===== src/design/voxel_face_quad_ao_emitter_core_macros.svh =====
// assertion helpers used by the core module
`ifndef VOXEL_FACE_QUAD_AO_EMITTER_CORE_MACROS_SVH
`define VOXEL_FACE_QUAD_AO_EMITTER_CORE_MACROS_SVH

// same-cycle implication, held off during reset
`define VFQ_ASSERT_IMPLY(lbl, clk, rst_n, ante, cons) \
    lbl: assert property (@(posedge clk) disable iff (!rst_n) (ante) |-> (cons)) \
        else $error("vfq assertion failed");

// next-cycle implication, held off during reset
`define VFQ_ASSERT_NEXT(lbl, clk, rst_n, ante, cons) \
    lbl: assert property (@(posedge clk) disable iff (!rst_n) (ante) |=> (cons)) \
        else $error("vfq assertion failed");

`endif


===== src/design/vfq_pkg.sv =====
package vfq_pkg;

    // chunk size, positions at or beyond it are saturated
    localparam int CHUNK_EDGE = 16;

    localparam int POS_W       = 4;
    localparam int VIS_W       = 6;
    localparam int NB_W        = 27;
    localparam int NB_IDX_W    = 5;
    localparam int VTX_W       = 5;
    localparam int FACE_W      = 3;
    localparam int CORNER_W    = 2;
    localparam int LEVEL_W     = 3;
    localparam int LIGHT_W     = 9;
    localparam int AO_W        = 8;
    localparam int PROD_W      = LIGHT_W + AO_W;
    localparam int CFG_IDX_W   = 2;

    localparam int NUM_FACES   = 6;
    localparam int NUM_CORNERS = 4;

    localparam int QUEUE_DEPTH_DEF = 2;

    localparam logic [LIGHT_W-1:0] LIGHT_MAX        = 9'd256;
    localparam logic [LIGHT_W-1:0] LIGHT_TOP_RST    = 9'd256;
    localparam logic [LIGHT_W-1:0] LIGHT_BOTTOM_RST = 9'd141;
    localparam logic [LIGHT_W-1:0] LIGHT_SIDE_X_RST = 9'd218;
    localparam logic [LIGHT_W-1:0] LIGHT_SIDE_Z_RST = 9'd179;

    typedef enum logic [CFG_IDX_W-1:0] {
        REG_LIGHT_TOP,
        REG_LIGHT_BOTTOM,
        REG_LIGHT_SIDE_X,
        REG_LIGHT_SIDE_Z
    } t_reg_idx;

    localparam logic [FACE_W-1:0] FACE_XP = 3'd0;
    localparam logic [FACE_W-1:0] FACE_XN = 3'd1;
    localparam logic [FACE_W-1:0] FACE_YP = 3'd2;
    localparam logic [FACE_W-1:0] FACE_YN = 3'd3;
    localparam logic [FACE_W-1:0] FACE_ZP = 3'd4;
    localparam logic [FACE_W-1:0] FACE_ZN = 3'd5;

    // corner direction per face and corner, bit set means +1 on that axis
    // bit 0 x, bit 1 y, bit 2 z
    localparam logic [2:0] CORNER_DIR [NUM_FACES][NUM_CORNERS] = '{
        '{3'b101, 3'b001, 3'b011, 3'b111},
        '{3'b000, 3'b100, 3'b110, 3'b010},
        '{3'b011, 3'b010, 3'b110, 3'b111},
        '{3'b000, 3'b001, 3'b101, 3'b100},
        '{3'b100, 3'b101, 3'b111, 3'b110},
        '{3'b001, 3'b000, 3'b010, 3'b011}
    };

    // one cube as held in the queue, position already saturated
    typedef struct packed {
        logic [POS_W-1:0] px;
        logic [POS_W-1:0] py;
        logic [POS_W-1:0] pz;
        logic [VIS_W-1:0] vis;
        logic [NB_W-1:0]  nb;
    } t_cube;

    typedef struct packed {
        logic [LIGHT_W-1:0] top;
        logic [LIGHT_W-1:0] bottom;
        logic [LIGHT_W-1:0] side_x;
        logic [LIGHT_W-1:0] side_z;
    } t_lights;

    typedef struct packed {
        logic full;
        logic not_empty;
    } t_q_stat;

    // q0.8 occlusion value per level
    function automatic logic [AO_W-1:0] ao_value(input logic [LEVEL_W-1:0] level);
        logic [AO_W-1:0] v;
        case (level)
            3'd1:    v = 8'd107;
            3'd2:    v = 8'd149;
            3'd3:    v = 8'd192;
            3'd4:    v = 8'd235;
            default: v = 8'd0;
        endcase
        return v;
    endfunction

    // neighbour bit from per-axis codes 0/1/2 for offset -1/0/+1
    function automatic logic [NB_IDX_W-1:0] nb_index(input logic [1:0] cx,
                                                     input logic [1:0] cy,
                                                     input logic [1:0] cz);
        return NB_IDX_W'(9 * int'(cx) + 3 * int'(cy) + int'(cz));
    endfunction

endpackage


===== src/design/vfq_queue.sv =====
module vfq_queue import vfq_pkg::*; #(
    parameter int QUEUE_DEPTH = QUEUE_DEPTH_DEF
) (
    input  logic    i_clk,
    input  logic    i_rst_n,
    input  logic    i_push,
    input  t_cube   i_push_data,
    input  logic    i_pop,
    output t_cube   o_head,
    output t_q_stat o_stat
);

    localparam int PTR_W = (QUEUE_DEPTH > 1) ? $clog2(QUEUE_DEPTH) : 1;
    localparam int CNT_W = $clog2(QUEUE_DEPTH + 1);

    t_cube              r_mem [QUEUE_DEPTH];
    logic [PTR_W-1:0]   r_wr_ptr;
    logic [PTR_W-1:0]   r_rd_ptr;
    logic [CNT_W-1:0]   r_count;

    function automatic logic [PTR_W-1:0] ptr_inc(input logic [PTR_W-1:0] p);
        return (p == PTR_W'(QUEUE_DEPTH - 1)) ? '0 : p + 1'b1;
    endfunction

    assign o_head           = r_mem[r_rd_ptr];
    assign o_stat.full      = (r_count == CNT_W'(QUEUE_DEPTH));
    assign o_stat.not_empty = (r_count != '0);

    always_ff @(posedge i_clk) begin
        if (!i_rst_n) begin
            r_wr_ptr <= '0;
            r_rd_ptr <= '0;
            r_count  <= '0;
        end else begin
            if (i_push) begin
                r_wr_ptr <= ptr_inc(r_wr_ptr);
            end
            if (i_pop) begin
                r_rd_ptr <= ptr_inc(r_rd_ptr);
            end
            if (i_push && !i_pop) begin
                r_count <= r_count + 1'b1;
            end else if (!i_push && i_pop) begin
                r_count <= r_count - 1'b1;
            end
        end
    end

    always_ff @(posedge i_clk) begin
        if (i_push) begin
            r_mem[r_wr_ptr] <= i_push_data;
        end
    end

endmodule


===== config.mk =====
export PLATFORM = sky130hd
export DESIGN_NAME = vfq_queue
export DESIGN_NICKNAME = d
export VERILOG_FILES = /design/src/design/voxel_face_quad_ao_emitter_core_macros.svh /design/src/design/vfq_pkg.sv /design/src/design/vfq_queue.sv
export SDC_FILE = /design/constraint.sdc
export NUM_CORES = 1
export LEC_CHECK = 0
export ABC_AREA = 0
export ABC_CLOCK_PERIOD_IN_PS = 3430
export CAP_MARGIN = 20
export CORE_ASPECT_RATIO = 0.7
export CORE_MARGIN = 4
export CORE_UTILIZATION = 60
export DETAILED_ROUTE_END_ITERATION = 8
export DONT_BUFFER_PORTS = 1
export PLACE_DENSITY = 0.76
export SLEW_MARGIN = 25
export SYNTH_ARGS = -nofsm -noshare
export SYNTH_HDL_FRONTEND = slang
export SYNTH_SLANG_ARGS = --single-unit

===== constraint.sdc =====
create_clock -name i_clk -period 3.43 [get_ports i_clk]
set_input_delay 0 -clock i_clk [delete_from_list [all_inputs] [get_ports i_clk]]
set_output_delay 0 -clock i_clk [all_outputs]
set_load 0.02 [all_outputs]

# After elaboration in Yosys (flattened, before gate mapping)
# Memory sizes are Yosys's and may differ from the RTL's. A register that Yosys moved wholly into a read port is not among the register bits.
# Cells that the tools add are included.
[totals]
register_bits = 4
ram_bits = 90
input_bits = 49
mem_count = 1
[memory_table]
columns = ["name", "words", "width", "rd", "rd_clocked_by_memory_dff", "wr", "line", "text"]
rows = [
  ["r_mem", 2, 45, 1, 1, 1, "vfq_queue.sv:16", "t_cube r_mem [QUEUE_DEPTH];"],
]
[classes]
addsub = 4
n_eq_ne = 1
mux = 8
n_reduce_logical = 6
[op_table]
columns = ["op", "count"]
rows = [
  ["1-bit 2-to-1 mux", 6],
  ["2-bit 2-to-1 mux", 2],
  ["2-bit nonzero test", 2],
  ["1-bit adder (second input constant)", 2],
  ["2-bit by 1-bit adder with 2-bit output (second input constant)", 1],
  ["2-bit equality test (second input constant)", 1],
  ["1-bit logical AND", 2],
  ["1-bit zero test", 2],
  ["2-bit by 1-bit subtractor with 2-bit output (second input constant)", 1],
]

# Logic depth before layout (Yosys ltp)
# Gate-level depths: netlist of the first run.
[depth]
word_depth = 4
depth_mapped = 5

# Worst setup path before layout of the first run
# OpenSTA, ideal clock, no wires.
[synth_path]
kind = "reg-to-reg"
startpoint = "register r_wr_ptr"
endpoint = "memory r_mem[0][0] (netlist bit) (enable)"
setup_ns = 0.454
t_arrival_ns = 2.344
required_time_ns = 2.976
setup_slack_ns = 0.632
stages_incl_launch_ff = 2
cell_sequence = "dfxtp_1 -> nor2b_1"
[synth_rtl]
columns = ["element", "line", "text"]
rows = [
  ["start: declaration", "vfq_queue.sv:17", "logic [PTR_W-1:0] r_wr_ptr;"],
  ["start signal: assignment", "vfq_queue.sv:36", "r_wr_ptr <= ptr_inc(r_wr_ptr);"],
  ["end: declaration", "vfq_queue.sv:16", ""],
]
# No word-level cell before the write port.

==> impl_metrics.json, run 1 <==
{
  "start_util": 0.642,
  "routed-wl-met3_um": 541,
  "remaining_drc_errors": 0,
  "synth-seq-cells": 95,
  "endpoint_kind": "output port",
  "cell_area_synth_um2": 3480,
  "clock_sinks": 95,
  "grt_antenna_before_repair": 0,
  "synthesis.nets": 212,
  "gp_routability_congestion": 0.738,
  "synth_edf_count": 90,
  "horizontal_die_dimension_um": 99.0,
  "path_buf_inv": 0,
  "post_route_cells_drive_above_1_share": 0.291,
  "synth_seq_area_share": 0.805,
  "synthCells": 162,
  "fmax_mhz": 629,
  "min-delay-path-class": "in -> reg",
  "mostFrequentLayoutCell": "sky130_fd_sc_hd__edfxtp_1",
  "synth_async_sr_flop_share": 0,
  "path_class": "reg -> out",
  "worstMarginPinSlew_ns": 0.726,
  "timing.critical_path.from_type": "flop",
  "drt-wirelength-per-cell_um": 19.9,
  "clk_pin_slew_worst_paths_ns": 0.08,
  "worst_r2r_startpoint": "r_wr_ptr",
  "worst_ep_arrival_time_ns": 1.59,
  "route.top_layer_used": "met4",
  "timing.final.hold_violations": 0,
  "r2r-end": "r_mem[0][22]",
  "finClkSkew_ns": 0.0112,
  "port_buffers": 0,
  "leakage_power_uw": 0.00144,
  "clk_latency_ns": 0.36,
  "slowest_delay_ns": 0.72,
  "run_status": "complete, no violations",
  "dr.pass1.iters": 4,
  "synth.area.top_cells": "sky130_fd_sc_hd__edfxtp_1 78%, sky130_fd_sc_hd__mux2_2 15%, sky130_fd_sc_hd__dfxtp_1 2.9%",
  "fin_ws_ns": 1.84,
  "syn-mean-instance-area_um2": 21.5,
  "summed_negative_setup_slack_over_all_endpoints_ns": 0,
  "yosys.area.top_type_share": 0.776,
  "layout_min_cycle_time_ns": 1.59,
  "cts.hold.buffers_added": 49,
  "min_delay_endpoint": "r_count[1]",
  "slew_headroom": 0.515,
  "fp.dieH_um": 71.7,
  "viasPerCell": 5.44,
  "clock_path_buffers": 2,
  "hold_start": "i_pop",
  "cts_setup_buffers": 0,
  "post_route_cell_area_um2": 4250,
  "cpMaxStageDelayCell": "sky130_fd_sc_hd__dfxtp_4",
  "grt_pass1_vias": 1781,
  "wl_met2_um": 3180,
  "detailroute.via_count": 1611,
  "routed_wl_um": 5900,
  "ant_nets": 0,
  "crit_path_cell_trace": "mux2_2",
  "floorplan.die_area_um2": 7100,
  "io_pins": 96,
  "grt_first_pass_wirelength_um": 9400,
  "finalSetupViolCount": 0,
  "fp.coreArea_um2": 5420,
  "setup_repair_after_global_routing_missed_its_margin": "false",
  "yosysTopAreaCell": "sky130_fd_sc_hd__edfxtp_1",
  "final_net_count": 268,
  "synth.distinct_cells": 17,
  "min_path_cells": 4,
  "number_of_cts_inserted_buffers": 9,
  "maximum_vdd_drop_mv": 0.424,
  "drtIter0Drc": 78,
  "num_rows": 22,
  "post_dp_cell_area_um2": 3560,
  "post_cts_resized": 0,
  "setup.reg_to_reg.worst_slack_ns": 1.94,
  "post-route-period-util": 0.463,
  "grt_usage": 0.179,
  "finalMaxSlewViolations": 0,
  "worstPathRequired_ns": 3.43,
  "hpwl_um": 3560,
  "preCtsSetupSlack_ns": 1.78,
  "met1_length_um": 2110,
  "clk_root_buf": "sky130_fd_sc_hd__clkbuf_8",
  "grt_remaining_overflow": 0,
  "count_of_max_cap_constraint_violations": 0,
  "crit_family": "flip-flops",
  "cellPowerDensity_nw_per_um2": 551,
  "synthesis.yosys.warnings": 0,
  "rr_worst_depth": 2,
  "synth-main-ff-cell": "sky130_fd_sc_hd__edfxtp_1",
  "cts_tree": "built",
  "grt_start_max_net_pins": 46,
  "area.growth.synth_to_final_pct": 22.1,
  "most_frequent_cells_in_the_layout": "90 x sky130_fd_sc_hd__edfxtp_1, 49 x sky130_fd_sc_hd__dlygate4sd3_1, 45 x sky130_fd_sc_hd__mux2_2",
  "cp_max_fo": 45,
  "cts-htree-levels": 3
}
## worst max-delay path by stage
stage	from	depth (start not counted)	end
6_report	flop	1	o_head[25]
5_1_grt	flop	1	o_head[25]
4_1_cts	flop	1	o_head[25]
3_5_place_dp	r_wr_ptr	1	r_mem[1][44]
3_3_place_gp	r_wr_ptr	1	r_mem[0][19]
2_1_floorplan	r_wr_ptr	1	r_mem[0][0]
## kinds of logic after synthesis
kind of cell,synth area share
simple gates,0.0169
xor+xnor,0.00755
flops,0.805
buf+inv,0.0155
compound gates,0.00575
mux,0.146
fa+ha+maj,0.00359
## cells in the mapped netlist, drive strengths merged, types with 2 or more instances
cell and instances:
and2 4, buf 5, dfxtp 5, edfxtp 90, mux2 45, nor2b 2
xor2 2
## sequential cells by signal, indices dropped and copies added (netlist names), named ones only
register  cells
r_count       2
r_mem        90
r_rd_ptr      1
r_wr_ptr      1
## per-layer routing
metal  track usage  vias up
met2         0.309       74
met3        0.0914        7
met5             0        -
met4        0.0652        0
li1              -      745
met1         0.189      785
## power breakdown
| group | switching [µW] | internal (µW) |
|---|---|---|
| sequential | 37.4 | 1340 |
| clock | 366 | 338 |
| combinational | 150 | 116 |
## final cells by class
type,count,area (µm²)
Multi-Input combinational cell,61,634
Sequential cell,95,2810
Tap cell,72,90.1
Antenna cell,1,2.50
Clock inverter,7,72.6
Fill cell,291,1170
Clock buffer,9,124
Inverter,1,3.75
Timing Repair Buffer,50,518
## per-stage QoR
stage / hold WS (ns) / utilization / total power [µW] / cells
5_1_grt: 0.0533 / 0.784 / 2450 / 295
3_5_place_dp: 0.0990 / 0.656 / 1610 / 230
6_report: 0.0553 / 0.784 / 2340 / 296
4_1_cts: 0.0360 / 0.783 / 2360 / 295
3_3_place_gp: 0.0990 / 0.651 / 1600 / 229
2_1_floorplan: 0.0989 / - / 1580 / 162
Power figures use the tool's default switching activity.
==> run 2: changes to the inputs <==
--- a/config.mk
+++ b/config.mk
@@ -6,7 +6,7 @@
 export NUM_CORES = 1
 export LEC_CHECK = 0
 export ABC_AREA = 0
-export ABC_CLOCK_PERIOD_IN_PS = 3430
+export ABC_CLOCK_PERIOD_IN_PS = 1600
 export CAP_MARGIN = 20
 export CORE_ASPECT_RATIO = 0.7
 export CORE_MARGIN = 4
==> constraint.sdc (replaced) <==
create_clock -name i_clk -period 1.6 [get_ports i_clk]
set_input_delay 0 -clock i_clk [delete_from_list [all_inputs] [get_ports i_clk]]
set_output_delay 0 -clock i_clk [all_outputs]
set_load 0.02 [all_outputs]
==> impl_metrics.json, run 2 (synthesized netlist as in run 1, its figures left out) <==
{
  "path_class": "reg -> out",
  "summed_negative_setup_slack_over_all_endpoints_ns": 0,
  "met1_length_um": 2730,
  "wl_met2_um": 3360,
  "worstPathRequired_ns": 1.60,
  "crit_path_cell_trace": "buf_12, mux2_2",
  "clock_sinks": 95,
  "timing.critical_path.from_type": "flop",
  "clock_path_buffers": 2,
  "hpwl_um": 3940,
  "fp.dieH_um": 71.7,
  "post_route_cells_drive_above_1_share": 0.307,
  "start_util": 0.642,
  "fp.coreArea_um2": 5420,
  "drtIter0Drc": 44,
  "netSwitchingFraction": 0.227,
  "gp_routability_congestion": 0.698,
  "biggest_registers_after_layout": "r_mem x90, r_count x2",
  "grt_antenna_before_repair": 0,
  "num_rows": 22,
  "clk_root_buf": "sky130_fd_sc_hd__clkbuf_8",
  "count_of_max_cap_constraint_violations": 0,
  "detailroute.via_count": 1673,
  "floorplan.die_area_um2": 7100,
  "p_seq_frac": 0.564,
  "setup.reg_to_reg.worst_slack_ns": 0.32,
  "preCtsSetupSlack_ns": 0.340,
  "min-delay-path-class": "in -> reg",
  "setup_repair_after_global_routing_missed_its_margin": "false",
  "run_status": "complete, no violations",
  "clk_latency_ns": 0.34,
  "finClkSkew_ns": 0.00572,
  "clk_pin_slew_worst_paths_ns": 0.08,
  "port_buffers": 0,
  "grt_remaining_overflow": 0,
  "routed_wl_um": 6600,
  "cts_tree": "built",
  "most_frequent_cells_in_the_layout": "90 x sky130_fd_sc_hd__edfxtp_1, 49 x sky130_fd_sc_hd__dlygate4sd3_1, 45 x sky130_fd_sc_hd__mux2_2",
  "finalMaxSlewViolations": 0,
  "fillers": 277,
  "cts_setup_buffers": 0,
  "finalSetupViolCount": 0,
  "share_comb_of_total_power": 0.122,
  "area.growth.synth_to_final_pct": 23.7,
  "slew_headroom": 0.745,
  "cts-htree-levels": 3,
  "worst_ep_arrival_time_ns": 1.42,
  "drt-wirelength-per-cell_um": 22.0,
  "timing.final.hold_violations": 0,
  "dr.pass1.iters": 6,
  "grt_first_pass_wirelength_um": 10400,
  "leakage_power_uw": 0.00147,
  "endpoint_kind": "output port",
  "horizontal_die_dimension_um": 99.0,
  "multi_input_gate_area_in_the_final_layout_um2": 633,
  "route.top_layer_used": "met4",
  "io_pins": 96,
  "fin_ws_ns": 0.175,
  "antenna-diode-count": 0,
  "layout_min_cycle_time_ns": 1.42,
  "cp_max_fo": 20,
  "number_of_cts_inserted_buffers": 9,
  "ant_nets": 0,
  "largest-register": "r_mem",
  "grt_usage": 0.198,
  "fmax_mhz": 702,
  "largest_register_ff_count": 90,
  "maximum_vdd_drop_mv": 0.924,
  "power_report.internal_total_uw": 4000,
  "pwr-share-clk": 0.315,
  "mostFrequentLayoutCell": "sky130_fd_sc_hd__edfxtp_1",
  "viasPerCell": 5.58,
  "grt_start_max_net_pins": 29,
  "remaining_drc_errors": 0,
  "post-route-period-util": 0.890,
  "net_switching_power_uw": 1180,
  "grt_pass1_vias": 1796,
  "cpMaxStageDelayCell": "sky130_fd_sc_hd__dfxtp_4",
  "cellPowerDensity_nw_per_um2": 1200,
  "worstMarginPinSlew_ns": 0.382,
  "post-route-util": 0.794,
  "final_net_count": 273,
  "slowest_delay_ns": 0.46,
  "routed-wl-met3_um": 466,
  "layout.area.seq_um2": 2810
}
==> run 2: changes by cell type in the layout (fill, tap and decap cells not counted) <==
cell / change
sky130_fd_sc_hd__inv_6: -1
sky130_fd_sc_hd__diode_2: -1
sky130_fd_sc_hd__and2_2: +1
sky130_fd_sc_hd__and2_4: -1
sky130_fd_sc_hd__clkinv_1: -1
sky130_fd_sc_hd__clkinv_2: +1
sky130_fd_sc_hd__clkinvlp_4: +1
sky130_fd_sc_hd__clkbuf_1: +1
sky130_fd_sc_hd__buf_16: -1
sky130_fd_sc_hd__buf_4: +4
sky130_fd_sc_hd__clkinv_4: -2
sky130_fd_sc_hd__bufinv_16: +1
sky130_fd_sc_hd__buf_12: +2
==> run 2: power by group through the flow <==
stage               logic (µW)  registers (µW)  clock network [µW]
floorplan                  447            2950                   0
global placement           497            2960                   0
detailed placement         509            2970                   0
CTS                        630            2920                1670
global route               667            2930                1810
finish                     630            2920                1630
==> run 2: worst paths after layout <==
path         startpoint         end  cells past startpoint
max                flop  o_head[39]                      2
max reg2reg    r_rd_ptr    r_rd_ptr                      3
min reg2reg  r_count[1]  r_count[1]                      2
min              i_push  r_count[1]                      3
==> run 2: layout make-up <==
| class | instances | share of cell area |
|---|---|---|
| timing repair buffer | 55 | 0.130 |
| tap | 72 | 0.0209 |
| multi-input combinational | 61 | 0.147 |
| inverter | 1 | 0.000872 |
| clock buffer | 10 | 0.0296 |
| clock inverter | 6 | 0.0198 |
| sequential | 95 | 0.652 |
==> run 2: per-stage QoR <==
step	hold WS, ns	cell area [µm²]	std cells	total power, µW
after global placement	0.0990	3600	235	3460
after floorplan	0.0989	3490	162	3390
after global routing	0.102	4310	300	5410
after CTS	0.0390	4300	300	5210
final	0.0970	4310	300	5180
after detailed placement	0.0990	3600	235	3480
==> run 2: timing repair <==
item                                    in CTS  in global routing
endpoints found under the hold margin       95                  0
resized for setup                            0                  1
endpoints found under the setup margin       0                 15
hold buffers                                49                  0
==> run 2: critical path: cells and delay by family (launching register included) <==
kind,cells,cell delay [ns]
DFF,1,0.46
muxes,1,0.42
buffers and inverters,1,0.20
==> run 2: routing by layer <==
| layer | track usage | vias to the layer above |
|---|---|---|
| met4 | 0.0409 | 0 |
| met1 | 0.248 | 832 |
| li1 | - | 754 |
| met5 | 0 | - |
| met3 | 0.0875 | 10 |
| met2 | 0.325 | 77 |
==> run 3: changes to the inputs <==
--- a/config.mk
+++ b/config.mk
@@ -13,7 +13,8 @@
 export CORE_UTILIZATION = 60
 export DETAILED_ROUTE_END_ITERATION = 8
 export DONT_BUFFER_PORTS = 1
-export PLACE_DENSITY = 0.76
+export PLACE_DENSITY = 0.79
+export SKIP_LAST_GASP = 1
 export SLEW_MARGIN = 25
 export SYNTH_ARGS = -nofsm -noshare
 export SYNTH_HDL_FRONTEND = slang
==> impl_metrics.json, run 3 (synthesized netlist as in run 1, its figures left out) <==
{
  "drtIter0Drc": 62,
  "grt_remaining_overflow": 0,
  "post-route-util": 0.785,
  "grt_usage": 0.191,
  "timing.critical_path.from_type": "flop",
  "timing.final.hold_violations": 0,
  "fillers": 309,
  "p_seq_frac": 0.580,
  "remaining_drc_errors": 0,
  "port_buffers": 0,
  "io_pins": 96,
  "gp_routability_congestion": 0.751,
  "cts-htree-levels": 3,
  "power_report.internal_total_uw": 3830,
  "ant_nets": 0,
  "finalSetupViolCount": 0,
  "largest_register_ff_count": 90,
  "grt_pass1_vias": 1802,
  "cpMaxStageDelayCell": "sky130_fd_sc_hd__dlygate4sd3_1",
  "largest-register": "r_mem",
  "grt_start_max_net_pins": 46,
  "cp_max_fo": 25,
  "drt-wirelength-per-cell_um": 21.3,
  "routed_wl_um": 6350,
  "maximum_vdd_drop_mv": 0.853,
  "grt_antenna_before_repair": 0,
  "clk_pin_slew_worst_paths_ns": 0.08,
  "pwr-share-clk": 0.295,
  "netSwitchingFraction": 0.235,
  "fp.dieH_um": 71.7,
  "finalMaxSlewViolations": 0,
  "crit_family": "buffers and inverters",
  "worstPathRequired_ns": 1.83,
  "post_route_cells_drive_above_1_share": 0.305,
  "dr.pass1.iters": 4,
  "crit_path_cell_trace": "nor2b_4, buf_8, o21a_1, dlygate4sd3_1",
  "path_buf_inv": 2,
  "min-delay-path-class": "in -> reg",
  "endpoint_kind": "flop",
  "leakage_power_uw": 0.00144,
  "biggest_registers_after_layout": "r_mem x90, r_count x2",
  "worstMarginPinSlew_ns": 0.332,
  "net_switching_power_uw": 1180,
  "hpwl_um": 3840,
  "count_of_max_cap_constraint_violations": 0,
  "summed_negative_setup_slack_over_all_endpoints_ns": 0,
  "path_class": "reg -> reg",
  "number_of_cts_inserted_buffers": 9,
  "finClkSkew_ns": 0.00792,
  "detailroute.via_count": 1659,
  "cts_setup_buffers": 0,
  "slew_headroom": 0.779,
  "num_rows": 22,
  "clk_latency_ns": 0.35,
  "hold_slack_ns": 0.0584,
  "mostFrequentLayoutCell": "sky130_fd_sc_hd__edfxtp_1",
  "post-route-period-util": 0.922,
  "worst_ep_arrival_time_ns": 1.70,
  "final_net_count": 271,
  "run_status": "complete, no violations",
  "floorplan.die_area_um2": 7100,
  "cts_tree": "built",
  "fp.coreArea_um2": 5420,
  "antenna-diode-count": 0,
  "clock_sinks": 95,
  "most_frequent_cells_in_the_layout": "90 x sky130_fd_sc_hd__edfxtp_1, 48 x sky130_fd_sc_hd__dlygate4sd3_1, 45 x sky130_fd_sc_hd__mux2_2",
  "start_util": 0.642,
  "fmax_mhz": 678,
  "horizontal_die_dimension_um": 99.0,
  "slowest_delay_ns": 0.55,
  "clock_path_buffers": 2,
  "grt_first_pass_wirelength_um": 9990,
  "cellPowerDensity_nw_per_um2": 1180,
  "layout_min_cycle_time_ns": 1.48,
  "setup_repair_after_global_routing_missed_its_margin": "false",
  "share_comb_of_total_power": 0.125,
  "area.growth.synth_to_final_pct": 22.3,
  "viasPerCell": 5.57,
  "clk_root_buf": "sky130_fd_sc_hd__clkbuf_8"
}
## run 3: cell types whose count changed in the layout (fill, tap and decap cells not counted)
cell,delta
sky130_fd_sc_hd__bufinv_16,-1
sky130_fd_sc_hd__buf_8,+1
sky130_fd_sc_hd__buf_4,-1
sky130_fd_sc_hd__dfxtp_4,-1
sky130_fd_sc_hd__dfxtp_2,+1
sky130_fd_sc_hd__clkinv_4,-1
sky130_fd_sc_hd__clkinvlp_4,+2
sky130_fd_sc_hd__dlygate4sd3_1,-1
sky130_fd_sc_hd__buf_12,-1
## run 3: final timing paths
path,start,endpoint,slack [ns],depth (start not counted)
setup / recovery,r_wr_ptr,r_wr_ptr,0.12,4
hold reg to reg,r_count[1],r_count[1],0.54,2
hold / removal,i_push,r_count[1],0.06,3
setup reg to reg,r_wr_ptr,r_wr_ptr,0.12,4
## run 3: final cells by class
type	count	area (µm²)	area share
flip-flops and latches	95	2800	0.659
multi-input cells	61	633	0.149
repair buffers	53	538	0.126
clock buffers	10	128	0.0300
well taps	72	90.1	0.0212
clock inverters	6	61.3	0.0144
inverters	1	3.75	0.000882
## run 3: per-stage QoR
stage / instances / power (µW) / setup slack (ns) / instance area, µm²
after floorplan: 162 / 3390 / 0.169 / 3490
after global placement: 234 / 3440 / 0.442 / 3580
after detailed placement: 234 / 3470 / 0.408 / 3580
after CTS: 298 / 5040 / 0.0461 / 4250
after global routing: 298 / 5210 / 0.0345 / 4260
final: 298 / 5010 / 0.125 / 4260
## run 3: what timing repair did
| action | 4_1_cts | 5_1_grt |
|---|---|---|
| gates resized for setup | 0 | 2 |
| hold buffers | 48 | 0 |
| endpoints found under the hold margin | 95 | 0 |
| endpoints found under the setup margin | 0 | 1 |
## run 3: layer usage
layer	wire length, µm	part of all wire	track usage
met1	2410	0.38	0.217
met2	3290	0.52	0.326
met3	580	0.091	0.0895
met4	61	0.0096	0.0545
met5	0	0	0
## run 3: power groups by stage
stage	Combinational (µW)	Clock [µW]	Sequential, µW
4_1_cts	625	1510	2910
5_1_grt	666	1620	2920
3_3_place_gp	491	0	2950
6_report	626	1480	2910
2_1_floorplan	447	0	2950
3_5_place_dp	508	0	2960
## run 3: tightest hold or removal path, delay by kind of cell
kind / cells / cell delay, ns
and+or+nand+nor: 1 / 0.13
adders and majority gates: 1 / 0.16
AOI/OAI and AO/OA: 1 / 0.07
